## src/sv/bpfu_pkg.sv

```systemverilog
// Package for the bit-packed field unpacker: result and status types,
// width constants and the effective entry width helper.
// No dependencies.
`timescale 1ns / 1ps
`default_nettype none

package bpfu_pkg;

    localparam int unsigned BYTE_W   = 8;
    localparam int unsigned SKIP_W   = 3;
    localparam int unsigned CFG_W    = 4;
    localparam int unsigned VALUE_W  = 15;
    localparam int unsigned INDEX_W  = 4;
    localparam int unsigned ACC_W    = 23;
    localparam int unsigned HELD_W   = 5;

    localparam logic [CFG_W-1:0]  ENTRY_W_MIN   = 4'd9;
    localparam logic [CFG_W-1:0]  ENTRY_W_RESET = 4'd9;
    localparam logic [HELD_W-1:0] HELD_MAX      = 5'd14;

    typedef struct packed {
        logic [VALUE_W-1:0] value;
        logic [INDEX_W-1:0] index;
        logic               last;
    } result_t;

    typedef struct packed {
        logic [HELD_W-1:0] bits_held;
    } status_t;

    function automatic logic [CFG_W-1:0] eff_width(input logic [CFG_W-1:0] cfg);
        eff_width = (cfg < ENTRY_W_MIN) ? ENTRY_W_MIN : cfg;
    endfunction

    function automatic logic [VALUE_W-1:0] width_mask(input logic [CFG_W-1:0] w);
        width_mask = ~({VALUE_W{1'b1}} << w);
    endfunction

endpackage

`default_nettype wire

```

## src/sv/bpfu_unpack.sv

```systemverilog
// Unpack stage: bit accumulator, held-bit count and entry index, plus the
// shift-and-mask extraction of at most one entry per byte. Depends on bpfu_pkg.
`timescale 1ns / 1ps
`default_nettype none

module bpfu_unpack
    import bpfu_pkg::*;
#(
    parameter int unsigned ENTRIES_PER_BLOCK = 16
)
(
    input  wire logic              clk,
    input  wire logic              rst_n,
    input  wire logic              step,
    input  wire logic [BYTE_W-1:0] data_byte,
    input  wire logic              block_start,
    input  wire logic [SKIP_W-1:0] start_bit,
    input  wire logic [CFG_W-1:0]  entry_width,
    output logic                   emit,
    output result_t                result,
    output status_t                status
);

    localparam int unsigned IDX_W = (ENTRIES_PER_BLOCK > 1) ? $clog2(ENTRIES_PER_BLOCK) : 1;
    localparam logic [IDX_W-1:0] IDX_LAST = IDX_W'(ENTRIES_PER_BLOCK - 1);

    logic [ACC_W-1:0]  acc_reg,  acc_next;
    logic [HELD_W-1:0] held_reg, held_next;
    logic [IDX_W-1:0]  idx_reg,  idx_next;

    logic [CFG_W-1:0]  w;
    logic [ACC_W-1:0]  base_acc;
    logic [HELD_W-1:0] base_held;
    logic [IDX_W-1:0]  base_idx;
    logic [BYTE_W-1:0] sbyte;
    logic [HELD_W-1:0] new_bits;
    logic [ACC_W-1:0]  acc_sum;
    logic [HELD_W-1:0] held_sum;
    logic              is_last;

    always_comb
    begin
        w         = eff_width(entry_width);
        base_acc  = block_start ? '0 : acc_reg;
        base_held = block_start ? '0 : held_reg;
        base_idx  = block_start ? '0 : idx_reg;
        sbyte     = block_start ? (data_byte >> start_bit) : data_byte;
        new_bits  = block_start ? (HELD_W'(BYTE_W) - HELD_W'(start_bit)) : HELD_W'(BYTE_W);
        acc_sum   = base_acc | (ACC_W'(sbyte) << base_held[3:0]);
        held_sum  = base_held + new_bits;
        emit      = (held_sum >= HELD_W'(w));
        is_last   = (base_idx >= IDX_LAST);

        result.value = acc_sum[VALUE_W-1:0] & width_mask(w);
        result.index = INDEX_W'(base_idx);
        result.last  = is_last;

        if (emit)
        begin
            acc_next  = acc_sum >> w;
            held_next = held_sum - HELD_W'(w);
            idx_next  = is_last ? '0 : base_idx + IDX_W'(1);
        end
        else
        begin
            acc_next  = acc_sum;
            held_next = held_sum;
            idx_next  = base_idx;
        end
    end

    always_ff @(posedge clk or negedge rst_n)
    begin
        if (!rst_n)
        begin
            acc_reg  <= '0;
            held_reg <= '0;
            idx_reg  <= '0;
        end
        else if (step)
        begin
            acc_reg  <= acc_next;
            held_reg <= held_next;
            idx_reg  <= idx_next;
        end
    end

    assign status.bits_held = held_reg;

endmodule

`default_nettype wire

```

## src/sv/bpfu_out_reg.sv

```systemverilog
// Result register with valid/ready: holds one result beat and takes a new
// one in the same cycle the held beat leaves. Depends on bpfu_pkg.
`timescale 1ns / 1ps
`default_nettype none

module bpfu_out_reg
    import bpfu_pkg::*;
(
    input  wire logic    clk,
    input  wire logic    rst_n,
    input  wire logic    load,
    input  wire result_t load_data,
    output logic         can_load,
    output logic         out_valid,
    input  wire logic    out_ready,
    output result_t      out_data
);

    logic    valid_reg, valid_next;
    result_t data_reg;

    assign can_load   = !valid_reg || out_ready;
    assign valid_next = load || (valid_reg && !out_ready);

    always_ff @(posedge clk or negedge rst_n)
    begin
        if (!rst_n)
            valid_reg <= 1'b0;
        else
            valid_reg <= valid_next;
    end

    always_ff @(posedge clk)
    begin
        if (load)
            data_reg <= load_data;
    end

    assign out_valid = valid_reg;
    assign out_data  = data_reg;

endmodule

`default_nettype wire

```

## src/sv/bit_packed_field_unpacker_core.sv

```systemverilog
// Top level of the bit-packed field unpacker: input beat register, entry
// width register, unpack stage and result register.
// Depends on bpfu_pkg, bpfu_unpack, bpfu_out_reg.
//
//  channel   signals                                  handshake
//  input     data_byte, block_start, start_bit        in_valid / in_ready
//  result    entry_value, entry_index, last_of_block  out_valid / out_ready
//  config    cfg_wr_data (entry width)                cfg_wr_en, no wait
//
// One byte per cycle sustained while the result register can load; the rate
// is set by the single accumulator update per byte. A byte waits in the
// input register until it can be unpacked into the result register.
// Reset clears the accumulator, bit count, entry index and all valid flags;
// the entry width returns to 9. Stalls on out_ready hold the input register,
// and in_ready stays high while the held byte can move on.
`timescale 1ns / 1ps
`default_nettype none

module bit_packed_field_unpacker_core
    import bpfu_pkg::*;
#(
    parameter int unsigned ENTRIES_PER_BLOCK = 16
)
(
    input  wire logic               clk,
    input  wire logic               rst_n,
    input  wire logic               in_valid,
    output logic                    in_ready,
    input  wire logic [BYTE_W-1:0]  data_byte,
    input  wire logic               block_start,
    input  wire logic [SKIP_W-1:0]  start_bit,
    output logic                    out_valid,
    input  wire logic               out_ready,
    output logic [VALUE_W-1:0]      entry_value,
    output logic [INDEX_W-1:0]      entry_index,
    output logic                    last_of_block,
    input  wire logic               cfg_wr_en,
    input  wire logic [CFG_W-1:0]   cfg_wr_data
);

    logic [CFG_W-1:0]  width_reg;
    logic              in_vld_reg, in_vld_next;
    logic [BYTE_W-1:0] byte_reg;
    logic              start_reg;
    logic [SKIP_W-1:0] skip_reg;

    logic    step;
    logic    emit;
    logic    can_load;
    result_t result;
    result_t out_data;
    status_t status;

    always_ff @(posedge clk or negedge rst_n)
    begin
        if (!rst_n)
            width_reg <= ENTRY_W_RESET;
        else if (cfg_wr_en)
            width_reg <= cfg_wr_data;
    end

    assign step        = in_vld_reg && can_load;
    assign in_ready    = !in_vld_reg || step;
    assign in_vld_next = (in_valid && in_ready) || (in_vld_reg && !step);

    always_ff @(posedge clk or negedge rst_n)
    begin
        if (!rst_n)
            in_vld_reg <= 1'b0;
        else
            in_vld_reg <= in_vld_next;
    end

    always_ff @(posedge clk)
    begin
        if (in_valid && in_ready)
        begin
            byte_reg  <= data_byte;
            start_reg <= block_start;
            skip_reg  <= start_bit;
        end
    end

    bpfu_unpack #(
        .ENTRIES_PER_BLOCK (ENTRIES_PER_BLOCK)
    ) u_unpack (
        .clk         (clk),
        .rst_n       (rst_n),
        .step        (step),
        .data_byte   (byte_reg),
        .block_start (start_reg),
        .start_bit   (skip_reg),
        .entry_width (width_reg),
        .emit        (emit),
        .result      (result),
        .status      (status)
    );

    bpfu_out_reg u_out_reg (
        .clk       (clk),
        .rst_n     (rst_n),
        .load      (step && emit),
        .load_data (result),
        .can_load  (can_load),
        .out_valid (out_valid),
        .out_ready (out_ready),
        .out_data  (out_data)
    );

    assign entry_value   = out_data.value;
    assign entry_index   = out_data.index;
    assign last_of_block = out_data.last;

`ifndef ASSERT_OFF
    a_held_bound: assert property (@(posedge clk) disable iff (!rst_n)
        status.bits_held <= HELD_MAX)
        else $error("bit count above 14");

    a_value_masked: assert property (@(posedge clk) disable iff (!rst_n)
        out_valid |-> ((entry_value & ~width_mask(eff_width(width_reg))) == '0))
        else $error("entry wider than configured width");

    a_last_index: assert property (@(posedge clk) disable iff (!rst_n)
        (out_valid && last_of_block) |->
            (entry_index == INDEX_W'(ENTRIES_PER_BLOCK - 1)))
        else $error("last beat at wrong index");

    a_no_drop: assert property (@(posedge clk) disable iff (!rst_n)
        (in_vld_reg && !can_load) |=> in_vld_reg)
        else $error("stalled byte lost");
`endif

endmodule

`default_nettype wire
```

## config.mk

```make
export PLATFORM = sky130hd
export DESIGN_NAME = bit_packed_field_unpacker_core
export DESIGN_NICKNAME = d
export VERILOG_FILES = /design/src/sv/bpfu_pkg.sv /design/src/sv/bpfu_unpack.sv /design/src/sv/bpfu_out_reg.sv /design/src/sv/bit_packed_field_unpacker_core.sv
export SDC_FILE = /design/constraint.sdc
export NUM_CORES = 1
export LEC_CHECK = 0
export BUFFER_PORTS_ARGS = -buffer_cell sky130_fd_sc_hd__buf_2
export CELL_PAD_IN_SITES_DETAIL_PLACEMENT = 1
export CELL_PAD_IN_SITES_GLOBAL_PLACEMENT = 1
export CORE_ASPECT_RATIO = 1.1
export CORE_MARGIN = 5
export CORE_UTILIZATION = 42
export CTS_CLUSTER_DIAMETER = 50
export DETAILED_ROUTE_END_ITERATION = 12
export PLACE_DENSITY = 0.85
export SYNTH_ARGS = -nofsm -noshare
export SYNTH_HDL_FRONTEND = slang
export SYNTH_SLANG_ARGS = --single-unit
```

## constraint.sdc

```tcl
create_clock -name clk -period 4 [get_ports clk]
set_clock_uncertainty 0.15 [all_clocks]
set_input_delay 1 -clock clk [delete_from_list [all_inputs] [get_ports clk]]
set_output_delay 1 -clock clk [all_outputs]
set_load 0.01 [all_outputs]
```

# Yosys cells after proc, flatten, opt, wreduce, memory -nomap -nowiden
# Index checks and enable logic that the tools add are counted.
[totals]
reg_bits = 70
latchBits = 0
ramBits = 0
romBits = 0
in_bits = 21
output_inout_bits = 22
wordCells = 49
mem_count = 0
[op_classes]
addsub = 4
mul = 0
n_div = 0
magnitude_cmp = 3
eq_ne = 0
n_shift = 4
n_mux = 10
bitwise_logic = 3
n_reduce_logical = 13
[op_table]
columns = ["cell", "count"]
rows = [
  ["$mux W23", 2],
  ["$or A23 B23 Y23", 1],
  ["$shl A8 B4 Y23", 1],
  ["$shr A23 B4 Y23", 1],
  ["$mux W4", 4],
  ["$and A15 B15 Y15", 1],
  ["$mux W5", 3],
  ["$not A15 Y15", 1],
  ["$shl A15 B4 Y15 const A", 1],
  ["$mux W8", 1],
  ["$shr A8 B3 Y8", 1],
  ["$add A5 B5 Y5", 1],
  ["$ge A5 B4 Y1", 1],
  ["$logic_and A1 B1 Y1", 5],
  ["$sub A4 B3 Y5 const A", 1],
  ["$sub A5 B4 Y5", 1],
  ["$add A4 B1 Y4 const B", 1],
  ["$ge A4 B4 Y1 const B", 1],
  ["$logic_not A1 Y1", 4],
  ["$logic_or A1 B1 Y1", 4],
  ["$lt A4 B4 Y1 const B", 1],
]

# Longest topological paths before layout
# Gate-level depths: netlist of run 1.
[depth]
ltp_word = 6
ltp_mapped = 21
mapped_depth_nobuf = 16

# By module
# Synthesis of run 1 repeated with hierarchy kept, for this count alone.
[hier_totals]
cells_unflattened = 511
area_unflattened_um2 = 4725.8
[modules_own_cells]
columns = ["mod", "instances", "cells_per_inst", "area_per_inst_um2", "seq_area_each_um2"]
rows = [
  ["bpfu_unpack", 1, 462, 3505.9, 800.8],
  ["bpfu_out_reg", 1, 23, 648.1, 625.6],
  ["bit_packed_field_unpacker_core", 1, 26, 571.8, 488.0],
]

# Worst setup path before layout of run 1
# No wires, ideal clock.
[synth_path]
kind = "reg-to-reg"
startpoint = "register start_reg"
endpoint = "register u_unpack.acc_reg[6]"
setup_time_ns = 0.130
arrival_ns = 4.158
t_required_ns = 3.720
path_slack_ns = -0.438
path_stages_with_launch = 22
path_buffers = 7
synth_period_minus_slack_ns = 4.438
path_cell_list = "edfxtp_1 > buf_4 > buf_2 > buf_2 > clkbuf_1 > clkbuf_1 > buf_1 > and2_1 > inv_1 > fa_1 > inv_1 > ha_1 > nor2b_1 > o21ai_0 > nand3b_1 > a21oi_1 > o211ai_2 > nand2_4 > inv_1 > buf_4 > a32oi_1 > o21ai_1"
[synth_via]
elab_chain_cells = 5
elab_cells_between_ends = 10
cone_classes = "add/sub (1); order compare (1); shift (2); mux (5); bitwise (1)"
[synth_rtl]
columns = ["item", "line_no", "rtl"]
rows = [
  ["from (decl)", "bit_packed_field_unpacker_core.sv:44", "logic start_reg;"],
  ["from (signal assigned)", "bit_packed_field_unpacker_core.sv:79", "start_reg <= block_start;"],
  ["$mux W8 / $mux W5 (equally long branches)", "bpfu_unpack.sv:47, bpfu_unpack.sv:45", ""],
  ["$shl A8 B4 Y23", "bpfu_unpack.sv:49", "acc_sum = base_acc | (ACC_W'(sbyte) << base_held[3:0]);"],
  ["$or A23 B23 Y23", "bpfu_unpack.sv:49", ""],
  ["$shr A23 B4 Y23", "bpfu_unpack.sv:60", "acc_next = acc_sum >> w;"],
  ["$mux W23 (*)", "bpfu_unpack.sv:58", "if (emit)"],
  ["to (signal assigned)", "bpfu_unpack.sv:82", "acc_reg <= acc_next;"],
  ["to (decl)", "bpfu_unpack.sv:27", "logic [ACC_W-1:0] acc_reg, acc_next;"],
]
# Every way passes the cells marked *; elsewhere a longest branch is shown, timed or not.
# A chain may end at the register's enable or synchronous reset.

# Final worst setup path of run 1
[layout_path]
startpoint = "register skip_reg[1]"
endpoint = "register u_unpack.acc_reg[9]"
[layout_via]
elab_chain_cells = 6
elab_cells_between_ends = 10
cone_classes = "add/sub (2); order compare (1); shift (3); mux (3); bitwise (1)"
[layout_rtl]
columns = ["item", "line_no", "rtl"]
rows = [
  ["from (decl)", "bit_packed_field_unpacker_core.sv:45", "logic [SKIP_W-1:0] skip_reg;"],
  ["from (signal assigned)", "bit_packed_field_unpacker_core.sv:80", "skip_reg <= start_bit;"],
  ["branches (longest 5 deep; another with $sub A4 B3 Y5)", "-", ""],
  ["$mux W23 (*)", "bpfu_unpack.sv:58", ""],
]
# Mark *: on every way between the ends.

==> impl_metrics.json, run 1 <==
{
  "slew_violations": 0,
  "critPathMaxFanout": 27,
  "cts_setup_buffers": 0,
  "synth_edf_count": 32,
  "cts.path.max_buffers": 2,
  "cap_viol_max_count": 0,
  "period_share_pct": 92.1,
  "dieArea_sq_um": 13900,
  "insertion_delay_ns": 0.35,
  "yosys_warnings": 0,
  "finalHoldViolCount": 0,
  "synthDistinctLibCells": 79,
  "clk_pin_slew_ns": 0.06,
  "synth_mux_area_share_pct": 5.28,
  "dieHeight_microns": 123,
  "path_common_cell": "inv_1",
  "grt_max_degree": 43,
  "dieWidth_microns": 113,
  "endpoint_kind": "flip-flop",
  "route.detailed.drc": 0,
  "crit_chain": "inv_1, ha_1, and2_1, inv_1, fa_1, inv_1, ha_1, nor2b_1, o21ai_1, nand3b_1, a21oi_1, o211ai_2, buf_4, or2_2, o22ai_1, a31oi_1",
  "wl_met2_microns": 8570,
  "final_area_sq_um": 5570,
  "routed_wl_microns": 17300,
  "cp.arrival_ns": 3.75,
  "fin_nets": 613,
  "status": "complete, no violations",
  "synth_top_family_by_area": "compound AO/OA/AOI/OAI gates",
  "cts.sinks": 70,
  "tns_ns": 0,
  "worstSetupPathType": "reg2reg",
  "max_stage_delay_ns": 0.53,
  "avgRoutedWirePerCell_microns": 23.4,
  "fillers": 1346,
  "ys_seq_elements": 70,
  "setup_viol": 0,
  "start_util_pct": 42.6,
  "portBuffers": 42,
  "multi_input_area_sq_um": 2710,
  "seq_area_frac_synth_pct": 39.3,
  "antenna_found_initial": 0,
  "grt-ovfl-total": 0,
  "gp_congestion": 0.940,
  "ir_worst_vdd_mv": 0.429,
  "synthAdderAreaFrac_pct": 2.62,
  "power.density_nw_per_um2": 698,
  "firstDrtPassIters": 5,
  "synth-simple-area-share_pct": 19.7,
  "largest_reg_flops": 23,
  "p_leak_nw": 2.18,
  "ff2ff_setup_slack_ns": 0.32,
  "vias": 4772,
  "hold_class": "reg2reg",
  "grt_first_pass_wirelength_microns": 27200,
  "rows": 41,
  "layout-drive-gt1-share_pct": 18.5,
  "p_total_w": 0.00389,
  "async_reset_ff_share_pct": 54.3,
  "via_per_inst": 6.47,
  "ant_nets": 0,
  "syn-num-nets": 577,
  "drt_iter0_drc": 452,
  "synth_xor_area_share_pct": 1.08,
  "synth_compound_area_share_pct": 26.7,
  "synth_flop_cell": "dfrtp_1",
  "core-area_sq_um": 11400,
  "tightest_slew_ns": 0.986,
  "rsz0062_at_grt": "no",
  "regArea_sq_um": 1910,
  "critPathSlowestCell": "fa_1",
  "highest_layer": "met4",
  "slew_headroom_pct": 33.6,
  "diodes": 0,
  "syn2layout_area_growth_pct": 14.2,
  "fmax_mhz": 272,
  "tritoncts": "built",
  "cp-start-kind": "flip-flop",
  "met1_length_microns": 6920,
  "wl_met3_microns": 1160,
  "numCtsBuffers": 9,
  "dp_hpwl_microns": 12400,
  "grt_use_total_pct": 25.5,
  "ios": 43,
  "place_area_sq_um": 5260,
  "grt_pass1_vias": 4929,
  "syn_area_per_cell_sq_um": 8.92,
  "layout_min_cycle_time_ns": 3.68,
  "syn_inst": 547,
  "root_buffer": "clkbuf_16",
  "netlist_area_sq_um": 4880,
  "htree_num_levels": 3,
  "crit_required_ns": 4.07
}
through the flow:
stage	utilization, %	std cells	hold slack (ns)	worst slack [ns]
global placement	45.9	721	0.310	0.388
floorplan	-	547	0.293	0.0113
finish	48.7	738	0.328	0.318
global route	48.7	738	0.359	0.0101
CTS	48.6	737	0.330	0.159
detailed placement	45.9	721	0.315	0.169
synthesized netlist by cell type (all sizes together) (9+ instances only):
cell type	instances	area share [%]
a21oi	23	2.4
a31oi	17	2.2
buf	16	2.0
clkbuf	25	1.9
dfrtp	36	18
edfxtp	32	20
inv	14	1.1
mux2i	19	3.9
nand2	55	4.4
nand3	15	1.5
nor2	43	3.4
nor2b	15	1.9
nor3	14	1.4
o211ai	12	2.2
o21ai	54	5.5
o22ai	9	1.3
metal layers:
metal	up-vias	GRT usage, %
met1	2370	32.0
met5	-	0
met4	0	11.0
li1	2127	-
met2	228	43.5
met3	47	4.11
path summary, 6_finish.rpt:
check / start / endpoint / cells after the start
worst max-delay path: skip_reg[1] / u_unpack.acc_reg[9] / 16
worst max register to register: skip_reg[1] / u_unpack.acc_reg[9] / 16
max in group asynchronous: rst_n / u_unpack.status[1] / 1
worst min-delay path: u_unpack.acc_reg[19] / u_unpack.acc_reg[19] / 2
worst min register to register: u_unpack.acc_reg[19] / u_unpack.acc_reg[19] / 2
min in group asynchronous: rst_n / u_unpack.acc_reg[1] / 1
critical path: cells and delay by family, from the launching register on:
kind            cells  cell delay, ns
compound gates      5            0.74
fa+ha+maj           3            1.09
buf+inv             4            0.48
flops               1            0.35
simple gates        4            0.74
kinds of logic (layout without fill, tap and decap cells):
family          Yosys count  count (layout)
simple gates            190             190
compound gates          188             188
flops                    70              70
buf+inv                  58              99
mux                      24              24
fa+ha+maj                 9               9
xor+xnor                  6               6
other cells               2               2
repair_timing:
action	4_1_cts	5_1_grt
hold buffers	0	0
endpoints found under the hold margin	0	0
setup endpoints to repair	0	28
resized for setup	0	5
cell usage in the layout (no fill, tap or decap), types with 5 or more instances in the layout:
master,count
a21o_1,6
a21oi_1,23
a22o_1,5
a22oi_1,7
a31oi_1,17
and2_1,7
buf_2,42
buf_4,23
clkbuf_16,9
dfrtp_1,36
edfxtp_1,32
ha_1,7
inv_1,12
mux2i_1,19
nand2_1,54
nand2b_1,6
nand3_1,15
nand3b_1,6
nand4_1,5
nor2_1,41
nor2b_1,15
nor3_1,14
o211ai_1,10
o21ai_0,43
o21ai_1,11
o22ai_1,8
o31ai_1,5
o32ai_1,5
xnor2_1,5
area by class of cell:
cell class	instances	share of cell area, %
clock buffers	10	4.11
clock inverters	6	1.26
repair buffers	65	6.87
repair inverters	1	0.135
flip-flops and latches	70	34.4
multi-input cells	419	48.7
well taps	150	3.37
inverters	17	1.21
power by group:
part | internal [W] | leakage, nW | switching (W)
registers | 0.000994 | 0.799 | 0.000203
logic | 0.000660 | 1.24 | 0.00119
clock network | 0.000488 | 0.147 | 0.000349
total | 0.00214 | 2.18 | 0.00175
Note: power is estimated with default switching activity, not from simulation.
==> run 2, diff against run 1 <==
--- a/config.mk
+++ b/config.mk
@@ -5,12 +5,13 @@
 export SDC_FILE = /design/constraint.sdc
 export NUM_CORES = 1
 export LEC_CHECK = 0
+export ABC_AREA = 1
 export BUFFER_PORTS_ARGS = -buffer_cell sky130_fd_sc_hd__buf_2
 export CELL_PAD_IN_SITES_DETAIL_PLACEMENT = 1
 export CELL_PAD_IN_SITES_GLOBAL_PLACEMENT = 1
 export CORE_ASPECT_RATIO = 1.1
 export CORE_MARGIN = 5
-export CORE_UTILIZATION = 42
+export CORE_UTILIZATION = 40
 export CTS_CLUSTER_DIAMETER = 50
 export DETAILED_ROUTE_END_ITERATION = 12
 export PLACE_DENSITY = 0.85
==> run 2 against run 1 <==
Core utilization down 0.61 points. Global-route usage down 3.0 points. Clock power rose by 7.3%. Critical path depth down 2. Area after synthesis decreased by 8.5%. Combinational power shrank 9.7%. Worst setup slack worse by 0.087 ns. Via count decreased by 6.6%. First-iteration DRC count fell by 35%. Flip-flop and latch count did not move. Worst hold slack better by 0.0034 ns. Die area is 3.6% lower. Largest cell class unchanged.
==> impl_metrics.json, run 2 <==
{
  "tritoncts": "built",
  "avgRoutedWirePerCell_microns": 18.8,
  "max_stage_delay_ns": 0.63,
  "postCtsHoldBufs": 0,
  "ys_seq_elements": 70,
  "grt_use_total_pct": 22.4,
  "grt_pass1_vias": 4603,
  "status": "complete, no violations",
  "cts.sinks": 70,
  "synth_edf_count": 32,
  "worstSetupPathType": "reg2reg",
  "hold_class": "reg2reg",
  "synth_top_area_cell": "edfxtp_1",
  "clkPwrFrac_pct": 24.2,
  "dieArea_sq_um": 13400,
  "yosys_warnings": 0,
  "layout_common_cells": "nand2_1 (171), nand3_1 (133), inv_1 (43), buf_2 (42), dfrtp_1 (36)",
  "crit_required_ns": 3.91,
  "cp.arrival_ns": 3.68,
  "cp-start-kind": "flip-flop",
  "core-area_sq_um": 10900,
  "root_buffer": "clkbuf_16",
  "syn-num-nets": 610,
  "ir_worst_vdd_mv": 0.202,
  "start_util_pct": 40.9,
  "p_total_w": 0.00371,
  "setup_viol": 0,
  "diodes": 0,
  "yosys.area.top_type_share_pct": 21.5,
  "dieHeight_microns": 121,
  "grt_first_pass_wirelength_microns": 23800,
  "rows": 40,
  "cap_viol_max_count": 0,
  "netlist_area_sq_um": 4460,
  "cts.path.max_buffers": 2,
  "synth.area.top_cells": "edfxtp_1 (22%), dfrtp_1 (20%), nand3_1 (15%)",
  "syn_inst": 580,
  "numCtsBuffers": 9,
  "swShare_pct": 42.8,
  "critPathMaxFanout": 21,
  "ios": 43,
  "via_per_inst": 5.69,
  "p_int_w": 0.00212,
  "clk_pin_slew_ns": 0.06,
  "syn_area_per_cell_sq_um": 7.69,
  "period_share_pct": 94.2,
  "slew_headroom_pct": 38.6,
  "synthTopCellsByCount": "nand2_1 (171), nand3_1 (133), inv_1 (43)",
  "rsz0062_at_grt": "no",
  "ant_nets": 0,
  "fin_nets": 661,
  "p_leak_nw": 2.53,
  "routed_wl_microns": 14700,
  "drt_iter0_drc": 294,
  "tns_ns": 0,
  "final_util_pct": 48.1,
  "preCtsSetupSlack_ns": 0.00651,
  "async_reset_ff_share_pct": 54.3,
  "syn2layout_area_growth_pct": 17.6,
  "insertion_delay_ns": 0.35,
  "largest_reg_flops": 23,
  "fmax_mhz": 265,
  "seq_area_frac_synth_pct": 42.9,
  "endpoint_kind": "flip-flop",
  "critPathTopFamily": "adder cells",
  "critical_path_buf_inv_count": 5,
  "route.detailed.drc": 0,
  "layout-drive-gt1-share_pct": 16.4,
  "vias": 4457,
  "firstDrtPassIters": 5,
  "grt_max_degree": 39,
  "yosysMostFrequentCell": "nand2_1",
  "htree_num_levels": 3,
  "portBuffers": 42,
  "dp_hpwl_microns": 10800,
  "tightest_slew_ns": 0.921,
  "mostFrequentLayoutCell": "nand2_1",
  "finalHoldViolCount": 0,
  "critPathSlowestCell": "edfxtp_1",
  "antenna_found_initial": 0,
  "crit_chain": "clkinv_8, ha_1, nand2_1, fa_1, xor2_1, inv_1, ha_1, inv_1, o21bai_1, a211oi_2, nand2_4, nand2_4, inv_4, buf_4",
  "slew_violations": 0,
  "grt-ovfl-total": 0,
  "dieWidth_microns": 111,
  "synthDistinctLibCells": 42,
  "power.density_nw_per_um2": 708,
  "fin_ws_ns": 0.231,
  "gp_congestion": 0.939,
  "layout_min_cycle_time_ns": 3.77,
  "combPwrFrac_pct": 45.0,
  "power_switching_w": 0.00159,
  "p_seq_share_pct": 30.9,
  "synth_flop_cell": "dfrtp_1"
}
run 2: layout make-up:
class,count,area [sq um]
Multi-Input combinational cell,433,2200
Tap cell,147,184
Fill cell,1383,5670
Timing Repair Buffer,66,403
Clock buffer,9,225
Sequential cell,70,1910
Clock inverter,7,106
Inverter,51,209
run 2: stage by stage:
stage / area (sq um) / hold slack (ns) / instances
after floorplan: 4460 / 0.299 / 580
after global placement: 4830 / 0.308 / 759
after detailed placement: 4830 / 0.323 / 759
after CTS: 5160 / 0.339 / 775
after global routing: 5250 / 0.351 / 783
final: 5250 / 0.332 / 783
run 2: layer usage:
metal  part of all wire (%)  track usage, %  vias up
met5                      0               0        -
met4                    2.8            8.39        0
met3                    6.2            5.06       35
met2                     50            39.2      161
met1                     40            27.0     2189
li1                       -               -     2072
run 2: repair_timing:
| action | 4_1_cts | 5_1_grt |
|---|---|---|
| gates resized for setup | 0 | 3 |
| endpoints found under the setup margin | 0 | 49 |
| setup buffers | 0 | 8 |
| hold endpoints to repair | 0 | 0 |
run 2: kinds of logic after synthesis:
| logic type | Yosys count | share of synthesized area [%] |
|---|---|---|
| AOI/OAI and AO/OA | 72 | 10.4 |
| xor gates and xnor gates | 8 | 1.74 |
| adders and majority gates | 9 | 2.86 |
| buffers and inverters | 77 | 7.82 |
| DFF | 70 | 42.9 |
| muxes | 1 | 0.252 |
| other | 2 | 0.168 |
| and+or+nand+nor | 341 | 33.8 |
run 2: final timing paths:
check	start	endpoint	slack, ns	cells past startpoint
setup / recovery	skip_reg[0]	u_out_reg.out_data[13]	0.23	14
hold / removal	u_unpack.acc_reg[20]	u_unpack.acc_reg[20]	0.33	1
setup reg to reg	skip_reg[0]	u_out_reg.out_data[13]	0.23	14
hold reg to reg	u_unpack.acc_reg[20]	u_unpack.acc_reg[20]	0.33	1
max in group asynchronous	rst_n	u_unpack.status[4]	2.48	1
min in group asynchronous	rst_n	u_unpack.acc_reg[6]	0.64	1
run 2: power by group through the flow:
| stage | clock, W | sequential (W) | combinational (W) |
|---|---|---|---|
| after detailed placement | 0 | 0.00115 | 0.00159 |
| after CTS | 0.000905 | 0.00114 | 0.00161 |
| after global placement | 0 | 0.00115 | 0.00152 |
| after floorplan | 0 | 0.00115 | 0.00107 |
| final | 0.000898 | 0.00115 | 0.00167 |
| after global routing | 0.000948 | 0.00116 | 0.00184 |
==> run 3, diff against run 2 <==
--- a/config.mk
+++ b/config.mk
@@ -11,10 +11,11 @@
 export CELL_PAD_IN_SITES_GLOBAL_PLACEMENT = 1
 export CORE_ASPECT_RATIO = 1.1
 export CORE_MARGIN = 5
-export CORE_UTILIZATION = 40
+export CORE_UTILIZATION = 32
+export CTS_BUF_LIST = sky130_fd_sc_hd__clkbuf_8
 export CTS_CLUSTER_DIAMETER = 50
 export DETAILED_ROUTE_END_ITERATION = 12
-export PLACE_DENSITY = 0.85
+export PLACE_DENSITY = 0.72
 export SYNTH_ARGS = -nofsm -noshare
 export SYNTH_HDL_FRONTEND = slang
 export SYNTH_SLANG_ARGS = --single-unit
==> run 3 against run 2 <==
Sequential power hardly changed. Die area grew 23%. Via count down 3.1%. Combinational power is 2% lower. Fmax increased by 0.25%. Global-route usage down 3.2 points. Clock power decreased by 36%. Count of clock-buffer cells in the layout is the same. Routed wire length grew 0.45%. Core utilization decreased by 11 points. Cell area decreased by 2.7%. Critical endpoint is now u_unpack.acc_reg[1]. Largest power group unchanged. Highest routed layer unchanged.
==> impl_metrics.json, run 3 (synthesized netlist as in run 2, its figures left out) <==
{
  "status": "complete, no violations",
  "fin_nets": 655,
  "cap_viol_max_count": 0,
  "slew_violations": 0,
  "dieWidth_microns": 123,
  "crit_required_ns": 4.18,
  "insertion_delay_ns": 0.38,
  "ant_nets": 0,
  "grt-ovfl-total": 0,
  "dieHeight_microns": 134,
  "slew_headroom_pct": 37.7,
  "clkPwrFrac_pct": 17.2,
  "route.detailed.drc": 0,
  "cts.path.max_buffers": 2,
  "routed_wl_microns": 14800,
  "start_util_pct": 32.5,
  "combPwrFrac_pct": 48.7,
  "ir_worst_vdd_mv": 0.181,
  "grt_use_total_pct": 19.3,
  "syn2layout_area_growth_pct": 14.4,
  "p_leak_nw": 2.43,
  "root_buffer": "clkbuf_8",
  "rows": 45,
  "gp_congestion": 0.901,
  "power.density_nw_per_um2": 657,
  "p_seq_share_pct": 34.1,
  "finalHoldViolCount": 0,
  "antenna_found_initial": 0,
  "dieArea_sq_um": 16400,
  "via_per_inst": 5.28,
  "hold_class": "reg2reg",
  "fin_ws_ns": 0.240,
  "vias": 4320,
  "mostFrequentLayoutCell": "nand2_1",
  "layout-drive-gt1-share_pct": 15.6,
  "core-area_sq_um": 13700,
  "fmax_mhz": 266,
  "ios": 43,
  "endpoint_kind": "flip-flop",
  "cp.arrival_ns": 3.93,
  "preCtsSetupSlack_ns": 0.0481,
  "tns_ns": 0,
  "swShare_pct": 46.9,
  "numCtsBuffers": 9,
  "cts.sinks": 70,
  "avgRoutedWirePerCell_microns": 18.1,
  "drt_iter0_drc": 272,
  "worstSetupPathType": "reg2reg",
  "layout_min_cycle_time_ns": 3.76,
  "critPathMaxFanout": 11,
  "p_int_w": 0.00178,
  "grt_pass1_vias": 4667,
  "rsz0062_at_grt": "no",
  "layout_common_cells": "nand2_1 (171), nand3_1 (133), inv_1 (43), buf_2 (42), dfrtp_1 (36)",
  "clk_pin_slew_ns": 0.09,
  "diodes": 0,
  "grt_max_degree": 39,
  "cp-start-kind": "flip-flop",
  "period_share_pct": 94.0,
  "portBuffers": 42,
  "largest_reg_flops": 23,
  "tritoncts": "built",
  "setup_viol": 0,
  "fillers": 1730,
  "grt_first_pass_wirelength_microns": 24400,
  "htree_num_levels": 3,
  "tightest_slew_ns": 0.935,
  "power_switching_w": 0.00157,
  "firstDrtPassIters": 5,
  "dp_hpwl_microns": 11300
}
run 3: cell count changes in the layout (fill, tap and decap cells not counted), sizes merged:
cell      delta
buf          -6
clkinv       -3
inv          +3
bufinv       -2
clkinvlp     +2
run 3: per-stage QoR:
stage / total power [W] / area, sq um / utilization (%) / cells / hold slack [ns]
3_3_place_gp: 0.00271 / 4900 / 35.6 / 800 / 0.308
5_1_grt: 0.00362 / 5100 / 37.2 / 818 / 0.376
2_1_floorplan: 0.00223 / 4460 / - / 580 / 0.299
3_5_place_dp: 0.00277 / 4900 / 35.6 / 800 / 0.321
6_report: 0.00335 / 5100 / 37.2 / 818 / 0.340
4_1_cts: 0.00335 / 5080 / 37.0 / 816 / 0.340
run 3: final timing paths:
check                      slack [ns]  cells past startpoint              endpoint            startpoint
min reg2reg                      0.34                      1  u_unpack.acc_reg[20]  u_unpack.acc_reg[20]
min                              0.34                      1  u_unpack.acc_reg[20]  u_unpack.acc_reg[20]
min in group asynchronous        0.59                      1   u_unpack.acc_reg[1]                 rst_n
max in group asynchronous        2.51                      1  u_unpack.acc_reg[15]                 rst_n
max reg2reg                      0.24                     15   u_unpack.acc_reg[1]           skip_reg[1]
max                              0.24                     15   u_unpack.acc_reg[1]           skip_reg[1]
run 3: area by class of cell:
type                            instances  area [sq um]  area share (%)
Clock inverter                          7          61.3            1.20
Sequential cell                        70          1910            37.5
Multi-Input combinational cell        433          2200            43.2
Clock buffer                            9           124            2.43
Tap cell                              188           235            4.61
Inverter                               51           209            4.09
Timing Repair Buffer                   60           358            7.01
run 3: repair_timing:
item / CTS / global route
endpoints found under the setup margin: 0 / 48
resized for setup: 0 / 3
hold buffers: 0 / 0
buffers inserted: 0 / 2
run 3: metal layers:
layer  wire length (microns)  GRT usage [%]
met5                       0              0
met4                     398           7.03
met3                     582           4.34
met2                    7440           32.8
met1                    6390           23.8
run 3: critical path, stage by stage (launching register included):
cell and delay [ns]:
edfxtp_1 0.51, inv_2 0.18, ha_1 0.31, nand2_1 0.08, fa_1 0.45, xor2_1 0.16
inv_1 0.09, ha_1 0.34, inv_1 0.08, o21bai_1 0.27, a211oi_2 0.15, nand2_4 0.11
nand2_4 0.09, nor2_1 0.41, nand3_1 0.20, nand3_1 0.12
run 3: power groups by stage:
| stage | clock network, W | logic [W] | registers [W] |
|---|---|---|---|
| final | 0.000575 | 0.00163 | 0.00114 |
| after global placement | 0 | 0.00156 | 0.00115 |
| after detailed placement | 0 | 0.00161 | 0.00116 |
| after floorplan | 0 | 0.00107 | 0.00115 |
| after global routing | 0.000629 | 0.00181 | 0.00117 |
| after CTS | 0.000584 | 0.00162 | 0.00115 |
